File: config.mk
export PLATFORM = sky130hd
export DESIGN_NAME = letter_filter_sorter_flat
export DESIGN_NICKNAME = d
export VERILOG_FILES = /design/src/rtl/lfs_pkg.sv /design/src/rtl/lfs_if.sv /design/src/rtl/letter_filter_sorter.sv /design/src/rtl/lfs_cell.sv /design/src/flat_wrapper.sv
export SDC_FILE = /design/constraint.sdc
export NUM_CORES = 1
export LEC_CHECK = 0
export BUFFER_PORTS_ARGS = -buffer_cell sky130_fd_sc_hd__buf_2
export CORE_UTILIZATION = 31
export DETAILED_ROUTE_END_ITERATION = 8
export SLEW_MARGIN = 5
export SYNTH_ARGS = -nofsm -noshare
export SYNTH_HDL_FRONTEND = slang
export SYNTH_SLANG_ARGS = --single-unit
File: constraint.sdc
create_clock -name clk -period 3.6 [get_ports clk]
set_input_delay 0.54 -clock clk [delete_from_list [all_inputs] [get_ports clk]]
set_output_delay 0.54 -clock clk [all_outputs]
set_load 0.005 [all_outputs]
File: src/rtl/lfs_pkg.sv
// ----------------------------------------------------------------------------
// lfs_pkg
// Shared widths, constants, cell control types and the letter filter.
// ----------------------------------------------------------------------------
package lfs_pkg;

  localparam int LETTER_W        = 8;
  localparam int LIMIT_W         = 6;
  localparam int MAX_LETTERS_DEF = 32;

  localparam logic [LIMIT_W-1:0] LIMIT_RESET = LIMIT_W'(30);

  typedef enum logic [1:0] {
    CELL_HOLD   = 2'd0,
    CELL_INSERT = 2'd1,
    CELL_SHIFT  = 2'd2
  } cell_op_t;

  typedef struct packed {
    cell_op_t              op;
    logic [LETTER_W-1:0]   code;
  } cell_ctl_t;

  // Letter codes: A-Z, a-z, and the two upper code blocks.
  function automatic logic is_letter(input logic [LETTER_W-1:0] c);
    logic r;
    r = (c >= 8'd65  && c <= 8'd90)  || (c >= 8'd97  && c <= 8'd122) ||
        (c >= 8'd128 && c <= 8'd175) || (c >= 8'd225 && c <= 8'd239);
    return r;
  endfunction

endpackage

File: src/rtl/lfs_if.sv
// ----------------------------------------------------------------------------
// lfs_if
// Channel interfaces: input characters, sorted letters, configuration.
// ----------------------------------------------------------------------------
interface lfs_in_if;
  logic                          valid;
  logic                          ready;
  logic [lfs_pkg::LETTER_W-1:0]  char_code;
  logic                          char_present;
  logic                          last_char;

  modport source (output valid, char_code, char_present, last_char, input ready);
  modport sink   (input valid, char_code, char_present, last_char, output ready);
endinterface

interface lfs_out_if;
  logic                          valid;
  logic                          ready;
  logic [lfs_pkg::LETTER_W-1:0]  letter;
  logic                          last_letter;

  modport source (output valid, letter, last_letter, input ready);
  modport sink   (input valid, letter, last_letter, output ready);
endinterface

interface lfs_cfg_if;
  logic                          valid;
  logic                          ready;
  logic [lfs_pkg::LIMIT_W-1:0]   data;

  modport source (output valid, data, input ready);
  modport sink   (input valid, data, output ready);
endinterface

File: src/rtl/letter_filter_sorter.sv
// ----------------------------------------------------------------------------
// letter_filter_sorter
// Letter filter with an insertion-sorting cell chain and ordered drain.
// ----------------------------------------------------------------------------
// Takes one character word per cycle; letters are inserted into a chain of
// MAX_LETTERS cells in the same cycle, so input runs at full rate until the
// word marked last_char arrives. The stored letters then drain from the head
// of the chain, one per cycle unless the output is held off, and the input
// stays stalled after its last word until the last kept letter has left the chain.
// The output register lets a new string start while the final letter waits.
// The limit register may be written at any time the block is idle.
// ----------------------------------------------------------------------------
module letter_filter_sorter #(
  parameter int MAX_LETTERS = lfs_pkg::MAX_LETTERS_DEF
) (
  input  logic       clk,
  input  logic       rst_n,
  lfs_in_if.sink     in_ch,
  lfs_out_if.source  out_ch,
  lfs_cfg_if.sink    cfg_ch
);

  localparam int CW   = $clog2(MAX_LETTERS + 1);
  localparam int CMPW = (CW > lfs_pkg::LIMIT_W) ? CW : lfs_pkg::LIMIT_W;

  logic [lfs_pkg::LIMIT_W-1:0]  limit_r;
  logic [CW-1:0]                count_r, count_nxt, count_ins;
  logic                         draining_r, draining_nxt;
  logic                         out_valid_r, out_valid_nxt;
  logic [lfs_pkg::LETTER_W-1:0] out_letter_r;
  logic                         out_last_r;

  logic                         in_acc, ins, drain_go;
  logic [CMPW-1:0]              lim_eff;
  lfs_pkg::cell_ctl_t           ctl;

  logic [lfs_pkg::LETTER_W-1:0] val [MAX_LETTERS];
  logic                         gt  [MAX_LETTERS];
  logic                         occ [MAX_LETTERS];

  assign cfg_ch.ready = 1'b1;
  assign in_ch.ready  = !draining_r;
  assign in_acc       = in_ch.valid && !draining_r;

  assign lim_eff = (CMPW'(limit_r) > CMPW'(MAX_LETTERS)) ? CMPW'(MAX_LETTERS)
                                                         : CMPW'(limit_r);

  assign ins = in_acc && in_ch.char_present && lfs_pkg::is_letter(in_ch.char_code)
               && (CMPW'(count_r) < lim_eff);

  assign drain_go = draining_r && (!out_valid_r || out_ch.ready);

  always_comb begin
    ctl.code = in_ch.char_code;
    if (drain_go) begin
      ctl.op = lfs_pkg::CELL_SHIFT;
    end else if (ins) begin
      ctl.op = lfs_pkg::CELL_INSERT;
    end else begin
      ctl.op = lfs_pkg::CELL_HOLD;
    end
  end

  generate
    for (genvar i = 0; i < MAX_LETTERS; i++) begin : g_cell
      assign occ[i] = (count_r > CW'(i));
      if (i == 0) begin : g_head
        lfs_cell u_cell (
          .clk      (clk),
          .ctl      (ctl),
          .left_val ('0),
          .left_gt  (1'b0),
          .left_occ (1'b1),
          .right_val(val[1]),
          .self_occ (occ[0]),
          .val      (val[0]),
          .gt       (gt[0])
        );
      end else if (i == MAX_LETTERS - 1) begin : g_tail
        lfs_cell u_cell (
          .clk      (clk),
          .ctl      (ctl),
          .left_val (val[i-1]),
          .left_gt  (gt[i-1]),
          .left_occ (occ[i-1] && !gt[i-1]),
          .right_val(val[i]),
          .self_occ (occ[i]),
          .val      (val[i]),
          .gt       (gt[i])
        );
      end else begin : g_mid
        lfs_cell u_cell (
          .clk      (clk),
          .ctl      (ctl),
          .left_val (val[i-1]),
          .left_gt  (gt[i-1]),
          .left_occ (occ[i-1] && !gt[i-1]),
          .right_val(val[i+1]),
          .self_occ (occ[i]),
          .val      (val[i]),
          .gt       (gt[i])
        );
      end
    end
  endgenerate

  always_comb begin
    count_ins     = ins ? (count_r + CW'(1)) : count_r;
    count_nxt     = count_r;
    draining_nxt  = draining_r;
    out_valid_nxt = (out_valid_r && !out_ch.ready) ? 1'b1 : 1'b0;
    if (drain_go) begin
      count_nxt     = count_r - CW'(1);
      out_valid_nxt = 1'b1;
      if (count_r == CW'(1)) begin
        draining_nxt = 1'b0;
      end
    end else if (in_acc) begin
      count_nxt = count_ins;
      // drain only when something was kept
      if (in_ch.last_char && (count_ins != '0)) begin
        draining_nxt = 1'b1;
      end
    end
  end

  always_ff @(posedge clk) begin
    if (!rst_n) begin
      limit_r     <= lfs_pkg::LIMIT_RESET;
      count_r     <= '0;
      draining_r  <= 1'b0;
      out_valid_r <= 1'b0;
    end else begin
      if (cfg_ch.valid) begin
        limit_r <= cfg_ch.data;
      end
      count_r     <= count_nxt;
      draining_r  <= draining_nxt;
      out_valid_r <= out_valid_nxt;
    end
  end

  always_ff @(posedge clk) begin
    if (drain_go) begin
      out_letter_r <= val[0];
      out_last_r   <= (count_r == CW'(1));
    end
  end

  assign out_ch.valid       = out_valid_r;
  assign out_ch.letter      = out_letter_r;
  assign out_ch.last_letter = out_last_r;

endmodule

File: src/rtl/lfs_cell.sv
// ----------------------------------------------------------------------------
// lfs_cell
// One slot of the sorting chain: holds one letter, inserts or shifts.
// ----------------------------------------------------------------------------
module lfs_cell (
  input  logic                          clk,
  input  lfs_pkg::cell_ctl_t            ctl,
  input  logic [lfs_pkg::LETTER_W-1:0]  left_val,
  input  logic                          left_gt,
  input  logic                          left_occ,
  input  logic [lfs_pkg::LETTER_W-1:0]  right_val,
  input  logic                          self_occ,
  output logic [lfs_pkg::LETTER_W-1:0]  val,
  output logic                          gt
);

  logic [lfs_pkg::LETTER_W-1:0] val_r;
  logic [lfs_pkg::LETTER_W-1:0] val_nxt;

  assign gt  = self_occ && (val_r > ctl.code);
  assign val = val_r;

  always_comb begin
    val_nxt = val_r;
    case (ctl.op)
      lfs_pkg::CELL_INSERT: begin
        // make room: take the left neighbour if it moves up, else take the new letter if it belongs here
        if (left_gt) begin
          val_nxt = left_val;
        end else if ((gt || !self_occ) && left_occ) begin
          val_nxt = ctl.code;
        end
      end
      lfs_pkg::CELL_SHIFT: val_nxt = right_val;
      default:             val_nxt = val_r;
    endcase
  end

  always_ff @(posedge clk) begin
    val_r <= val_nxt;
  end

endmodule
File: src/flat_wrapper.sv
// flat-port wrapper written by rule: the top's interface ports become plain ports
module letter_filter_sorter_flat 
#(
  parameter int MAX_LETTERS = lfs_pkg::MAX_LETTERS_DEF
)
  (clk, rst_n, in_ch_valid, in_ch_char_code, in_ch_char_present, in_ch_last_char, in_ch_ready, out_ch_valid, out_ch_letter, out_ch_last_letter, out_ch_ready, cfg_ch_valid, cfg_ch_data, cfg_ch_ready);
  lfs_in_if in_ch_i ();
  lfs_out_if out_ch_i ();
  lfs_cfg_if cfg_ch_i ();
  input  logic clk;
  input  logic rst_n;
  input wire logic [$bits(in_ch_i.valid)-1:0] in_ch_valid;
  input wire logic [$bits(in_ch_i.char_code)-1:0] in_ch_char_code;
  input wire logic [$bits(in_ch_i.char_present)-1:0] in_ch_char_present;
  input wire logic [$bits(in_ch_i.last_char)-1:0] in_ch_last_char;
  output wire logic [$bits(in_ch_i.ready)-1:0] in_ch_ready;
  output wire logic [$bits(out_ch_i.valid)-1:0] out_ch_valid;
  output wire logic [$bits(out_ch_i.letter)-1:0] out_ch_letter;
  output wire logic [$bits(out_ch_i.last_letter)-1:0] out_ch_last_letter;
  input wire logic [$bits(out_ch_i.ready)-1:0] out_ch_ready;
  input wire logic [$bits(cfg_ch_i.valid)-1:0] cfg_ch_valid;
  input wire logic [$bits(cfg_ch_i.data)-1:0] cfg_ch_data;
  output wire logic [$bits(cfg_ch_i.ready)-1:0] cfg_ch_ready;
  assign in_ch_i.valid = in_ch_valid;
  assign in_ch_i.char_code = in_ch_char_code;
  assign in_ch_i.char_present = in_ch_char_present;
  assign in_ch_i.last_char = in_ch_last_char;
  assign in_ch_ready = in_ch_i.ready;
  assign out_ch_valid = out_ch_i.valid;
  assign out_ch_letter = out_ch_i.letter;
  assign out_ch_last_letter = out_ch_i.last_letter;
  assign out_ch_i.ready = out_ch_ready;
  assign cfg_ch_i.valid = cfg_ch_valid;
  assign cfg_ch_i.data = cfg_ch_data;
  assign cfg_ch_ready = cfg_ch_i.ready;
  letter_filter_sorter #(.MAX_LETTERS(MAX_LETTERS)) u_core (.clk(clk), .rst_n(rst_n), .in_ch(in_ch_i), .out_ch(out_ch_i), .cfg_ch(cfg_ch_i));
endmodule
==> results.sh, run 1 <==
export IMPL_status="completed"
export IMPL_start_util_pct=31.3
export IMPL_arrival_ps=3330
export IMPL_synth_ff_type="edfxtp_1"
export IMPL_cts_buffers=35
export IMPL_endpoint_kind="register"
export IMPL_post_cts_resized=0
export IMPL_worstPathRequired_ps=3770
export IMPL_place_congestion=0.844
export IMPL_path_class="register to register"
export IMPL_hold_viol=0
export IMPL_dr_pass1_iters=5
export IMPL_clock_root_buffer="clkbuf_16"
export IMPL_drt_wirelength_per_cell_um=20.3
export IMPL_tightestPinTransition_ps=1130
export IMPL_syn_cell_area_um2=20600
export IMPL_ios=33
export IMPL_drive_gt1_share_pct=8.30
export IMPL_worst_path_buf_inv=2
export IMPL_startpoint_type="register"
export IMPL_fillCellCount=6537
export IMPL_grt_pass1_wl_um=94400
export IMPL_hold_end="u_core.limit_r[3]"
export IMPL_post_route_period_util_pct=87.9
export IMPL_seq_area_um2=8240
export IMPL_ff2ff_path_depth=9
export IMPL_area_growth_pct=11.8
export IMPL_grt_pass1_vias=16600
export IMPL_fin_worst_skew_ps=19.0
export IMPL_synth_warnings=0
export IMPL_drv_cap=0
export IMPL_crit_chain="inv_1, nand2_1, ha_1, a211oi_1, nor2_1, nor4_4, buf_12, a21oi_1, a31oi_1"
export IMPL_synth_edf_count=265
export IMPL_grt_setup_unrepaired="false"
export IMPL_p_per_area_nw_per_um2=667
export IMPL_synth_nets=2371
export IMPL_min_path_type="primary input to register"
export IMPL_gr_usage_all_layers_pct=17.8
export IMPL_vdd_drop_max_uv=297
export IMPL_cts_hold_buf=0
export IMPL_cts_setup_buffers=0
export IMPL_tns_ps=0
export IMPL_layout_cells_non_filler=2986
export IMPL_die_area_um2=67500
export IMPL_synth_seq_cells=279
export IMPL_vias=16400
export IMPL_rows=94
export IMPL_dr_first_iter_drc_count=1473
export IMPL_antenna_found_initial=1
export IMPL_slowest_delay_ps=790
export IMPL_rr_endpoint="u_core.g_cell[17].g_mid.u_cell.val[2]"
export IMPL_holdPathStages=3
export IMPL_regToRegSetupSlack_ps=440
export IMPL_core_um2=65700
export IMPL_die_w_um=260
export IMPL_async_flop_share_pct=0
export IMPL_cp_max_fo=35
export IMPL_cts_sinks=279
export IMPL_synth_cell_type_count=57
export IMPL_max_slew_margin_rel_pct=24.3
export IMPL_die_y_um=260
export IMPL_fin_nets=2382
export IMPL_place_inst=2923
export IMPL_multiInputGateArea_um2=11700
export IMPL_setup_viol=0
export IMPL_slowest_stage="a31oi_1"
export IMPL_hpwl_um=43200
export IMPL_postRouteAntennaNets=0
export IMPL_timing_fmax_mhz=316
export IMPL_slew_viol_final=0
export IMPL_clk_pin_slew_ps=50
export IMPL_cts_tree="done"
export IMPL_wl_um=60600
export IMPL_drc_errors=0
export IMPL_port_buffers=31
export IMPL_worstReg2RegStart="u_core.limit_r[5]"
export IMPL_avgSynthCellArea_um2=9.88
export IMPL_htreeDepth=2
export IMPL_grt_max_degree=109
export IMPL_clk_latency_ps=560
export IMPL_viasPerCell=5.49
export IMPL_hp_start="cfg_ch_data[3]"
export IMPL_finalCriticalPeriod_ps=3160
export IMPL_synthCells=2085
export IMPL_leakage_nw=10.3
export IMPL_cts_path_max_buffers=3
export IMPL_overflow=0
export IMPL_seq_area_frac_synth_pct=40.0
export IMPL_crit_family="compound AO/OA/AOI/OAI gates"
## power by group
| part | switching, mW | total, mW | internal [mW] |
|---|---|---|---|
| logic | 3.87 | 6.05 | 2.18 |
| registers | 0.840 | 5.82 | 4.98 |
| clock network | 1.43 | 3.49 | 2.06 |
## cells in the final DEF (no fill, tap or decap), drive strengths merged, types with 18 or more instances in the layout
master / netlist / routed
nand2: 304 / 304
ha: 265 / 265
edfxtp: 265 / 265
o21ai: 258 / 258
mux2i: 249 / 249
a21oi: 159 / 159
nand3: 90 / 90
buf: 22 / 87
a21o: 57 / 57
inv: 59 / 56
clkbuf: 91 / 47
nor2: 37 / 37
nor2b: 26 / 26
nor3: 21 / 21
a31oi: 21 / 21
nand4: 20 / 20
o211ai: 18 / 18
## layer usage
layer / track usage [%] / routed length [um] / vias to the layer above
met5: 0 / 0 / -
met4: 4.98 / 1290 / 0
met3: 1.95 / 3450 / 78
met2: 29.2 / 28200 / 507
met1: 24.6 / 27700 / 7977
li1: - / - / 7822
## synthesized netlist by cell type (3+ instances only)
cell / instances / share of area [%]
o21bai_1: 15 / 0.55
nor3_1: 21 / 0.51
a41oi_1: 9 / 0.38
o211ai_1: 16 / 0.58
mux2_2: 8 / 0.44
a21oi_1: 159 / 3.9
buf_1: 7 / 0.13
a31oi_1: 21 / 0.64
a21o_1: 57 / 2.1
o21ai_1: 4 / 0.097
nand4b_1: 4 / 0.17
a32oi_1: 4 / 0.17
nand2b_1: 10 / 0.30
clkbuf_1: 91 / 1.7
buf_2: 8 / 0.19
and2_1: 7 / 0.21
and3_1: 13 / 0.39
nand3_1: 79 / 1.9
nand3_2: 11 / 0.53
dfxtp_1: 14 / 1.4
or2_2: 4 / 0.12
nor4_1: 3 / 0.091
xnor2_1: 3 / 0.13
edfxtp_1: 265 / 39
a31o_2: 3 / 0.13
buf_6: 5 / 0.27
mux2i_1: 249 / 12
nand4_1: 18 / 0.55
o21ai_0: 252 / 6.1
nor2b_1: 26 / 0.79
nand2_1: 304 / 5.5
ha_1: 265 / 16
inv_1: 59 / 1.1
or3_1: 5 / 0.15
nor2_1: 37 / 0.67
## worst reg2reg max path: cells and delay by family, from the launching register on
family          cells  cell delay (ps)
compound gates      3             1150
fa+ha+maj           1              320
buf+inv             2              430
flops               1              330
simple gates        3              540
## state kept, by name (all words and copies together), names as in the netlist
signal                           count
u_core.g_cell.g_tail.u_cell.val      8
u_core.out_ch.last_letter            1
u_core.g_cell.g_mid.u_cell.val     240
u_core.limit_r                       6
u_core.count_r                       6
u_core.g_cell.g_head.u_cell.val      8
u_core.draining_r                    1
u_core.out_ch.valid                  1
u_core.out_ch.letter                 8
## kinds of logic after synthesis
kind of cell	after synthesis	synth area share, %
other	1	0.0182
buffers and inverters	172	3.40
AO/OA/AOI/OAI	558	15.5
flip-flops	279	40.0
XOR/XNOR	4	0.170
AND/OR/NAND/NOR	549	12.4
adder cells (fa/ha/maj)	265	16.1
multiplexers	257	12.5
## cell type report
type / count / share of cell area [%]
repair buffers: 87 / 3.04
clock buffers: 47 / 4.08
inverters: 59 / 0.994
flip-flops and latches: 279 / 35.8
multi-input cells: 1634 / 50.7
well taps: 864 / 4.69
clock inverters: 15 / 0.695
diodes: 1 / 0.0109
## worst max-delay path by stage
stage                             startpoint                                    end  slack, ps  depth (start not counted)
final                      u_core.limit_r[5]  u_core.g_cell[17].g_mid.u_cell.val[2]        440                          9
after global routing       u_core.count_r[0]  u_core.g_cell[22].g_mid.u_cell.val[7]        250                          8
after CTS                  u_core.limit_r[5]  u_core.g_cell[15].g_mid.u_cell.val[3]        440                          9
after detailed placement  in_ch_char_code[7]   u_core.g_cell[5].g_mid.u_cell.val[4]        210                          8
after global placement    in_ch_char_code[7]   u_core.g_cell[6].g_mid.u_cell.val[4]        270                          8
after floorplan           in_ch_char_code[3]   u_core.g_cell[5].g_mid.u_cell.val[0]         40                          9
## stage by stage
step           area [um2]  utilization, %  hold slack (ps)  power [mW]  setup WS [ps]
6_report            23000            35.0              200        15.4            436
5_1_grt             23000            35.0              207        16.3            255
4_1_cts             23000            35.0              181        15.3            443
3_5_place_dp        21900            33.4              470        11.8            211
3_3_place_gp        21900            33.4              464        11.6            270
2_1_floorplan       20600               -              442        9.88           36.8
(Power assumes the default switching activity.)
==> inputs of run 2 (changes only) <==
GPL_TIMING_DRIVEN = 0   (was default)
SYNTH_HIERARCHICAL = 1   (was default)
clock period = 3.79 ns   (was 3.6 ns; I/O delays follow)
==> run 2 against run 1 <==
Final cell count is 21% higher. Critical path depth grew 4. Highest routed layer unchanged. Count of clock-buffer cells in the layout increased by 4. Critical endpoint is now u_core/g_cell[22].g_mid.u_cell/val[5]. Critical path type unchanged. Utilization fell by 0.10 points.
==> results.sh, run 2 <==
export IMPL_status="completed"
export IMPL_htreeDepth=2
export IMPL_die_w_um=287
export IMPL_syn_cell_area_um2=25200
export IMPL_total_power_mw=12.2
export IMPL_final_common_cell="inv_1"
export IMPL_startpoint_type="register"
export IMPL_die_y_um=287
export IMPL_largest_reg_flops=240
export IMPL_area_growth_pct=11.7
export IMPL_seq_area_um2=8240
export IMPL_post_route_period_util_pct=93.9
export IMPL_layout_cells_non_filler=3607
export IMPL_tightestPinTransition_ps=1040
export IMPL_drt_wirelength_per_cell_um=16.8
export IMPL_viasPerCell=4.87
export IMPL_synthCells=2442
export IMPL_slowest_delay_ps=560
export IMPL_clk_pin_slew_ps=60
export IMPL_postRouteAntennaNets=0
export IMPL_setup_viol=0
export IMPL_slowest_stage="o21ai_0"
export IMPL_rows=104
export IMPL_antenna_found_initial=0
export IMPL_crit_chain="clkbuf_2, inv_1, ha_2, nor2_1, nand2_1, inv_1, o21ai_0, nand2_1, inv_1, nor2_1, clkbuf_2, o31ai_1, a21oi_4"
export IMPL_p_per_area_nw_per_um2=434
export IMPL_combPwrFrac_pct=37.8
export IMPL_die_area_um2=82300
export IMPL_path_class="register to register"
export IMPL_p_int_mw=7.83
export IMPL_hold_viol=0
export IMPL_antenna_cells=0
export IMPL_place_congestion=0.820
export IMPL_clock_root_buffer="clkbuf_16"
export IMPL_switching_share_pct=35.8
export IMPL_endpoint_kind="register"
export IMPL_port_buffers=30
export IMPL_timing_fmax_mhz=281
export IMPL_clk_latency_ps=560
export IMPL_pwr_share_clk_pct=27.3
export IMPL_dr_pass1_iters=5
export IMPL_drive_gt1_share_pct=35.1
export IMPL_ios=33
export IMPL_fillCellCount=8247
export IMPL_fin_worst_skew_ps=26.0
export IMPL_dr_first_iter_drc_count=991
export IMPL_arrival_ps=3830
export IMPL_grt_max_degree=74
export IMPL_multiInputGateArea_um2=14700
export IMPL_avgSynthCellArea_um2=10.3
export IMPL_cts_tree="done"
export IMPL_cts_buffers=36
export IMPL_vias=17600
export IMPL_max_slew_margin_rel_pct=30.2
export IMPL_gr_usage_all_layers_pct=14.8
export IMPL_finalCriticalPeriod_ps=3560
export IMPL_cp_max_fo=10
export IMPL_p_switching_mw=4.36
export IMPL_worstPathRequired_ps=4060
export IMPL_drv_cap=0
export IMPL_core_um2=80400
export IMPL_slew_viol_final=0
export IMPL_vdd_drop_max_uv=283
export IMPL_cts_sinks=279
export IMPL_grt_pass1_vias=17500
export IMPL_min_path_type="primary input to register"
export IMPL_overflow=0
export IMPL_leakage_nw=10.9
export IMPL_regToRegSetupSlack_ps=230
export IMPL_cts_path_max_buffers=3
export IMPL_grt_pass1_wl_um=97400
export IMPL_cpMostUsedCell="inv_1"
export IMPL_hpwl_um=44500
export IMPL_synth_warnings=6
export IMPL_fin_nets=2811
export IMPL_place_inst=3547
export IMPL_pwr_share_seq_pct=35.0
export IMPL_grt_setup_unrepaired="false"
export IMPL_tns_ps=0
export IMPL_final_cell_mix="inv_1 (300), o21ai_2 (288), edfxtp_1 (265), mux2i_1 (264), ha_1 (264)"
export IMPL_drc_errors=0
export IMPL_start_util_pct=31.3
export IMPL_wl_um=60800
run 2: metal layers:
layer	wire [um]	share of wire, %	vias up	global-route usage [%]
met2	26600	44	255	23.2
met5	0	0	-	0
li1	-	-	8909	-
met4	1460	2.4	0	4.00
met3	2150	3.5	84	1.91
met1	30500	50	8317	21.1
run 2: repair_timing:
item,4_1_cts,5_1_grt
gates cloned,0,0
setup buffers,0,0
endpoints found under the setup margin,256,152
pin swaps,0,1
resized for setup,20,17
hold buffers,0,0
run 2: critical path: cells and delay by family (launching register included):
family / cells / cell delay (ps)
AND/OR/NAND/NOR: 4 / 570
AO/OA/AOI/OAI: 3 / 1110
adder cells (fa/ha/maj): 1 / 450
buffers and inverters: 5 / 770
flip-flops: 1 / 370
run 2: final cells by class:
| type | count | area share, % |
|---|---|---|
| Multi-Input combinational cell | 1759 | 52.4 |
| Buffer | 111 | 4.42 |
| Inverter | 302 | 4.04 |
| Tap cell | 1060 | 4.72 |
| Timing Repair Buffer | 36 | 1.19 |
| Sequential cell | 279 | 29.3 |
| Clock buffer | 51 | 3.66 |
| Clock inverter | 9 | 0.263 |
run 2: final timing paths:
kind                     startpoint  cells past startpoint                               endpoint
setup / recovery  u_core/count_r[1]                     13  u_core/g_cell[22].g_mid.u_cell/val[5]
hold / removal       cfg_ch_data[3]                      3                      u_core/limit_r[3]
setup reg to reg  u_core/count_r[1]                     13  u_core/g_cell[22].g_mid.u_cell/val[5]
hold reg to reg   u_core/limit_r[3]                      2                      u_core/limit_r[3]
run 2: power by group through the flow:
stage               clock [mW]  sequential, mW  combinational [mW]
floorplan                    0            4.18                3.63
global placement             0            4.32                4.47
detailed placement           0            4.33                4.54
CTS                       3.43            4.26                4.60
global route              3.50            4.29                5.09
finish                    3.32            4.26                4.61
run 2: per-stage QoR:
step	worst slack, ps	area (um2)	hold slack (ps)	utilization [%]
global route	21.9	28100	213	34.9
detailed placement	-939	26900	480	33.4
floorplan	170	25200	441	-
global placement	-1510	26700	473	33.2
finish	231	28100	225	34.9
CTS	43.7	28000	192	34.8
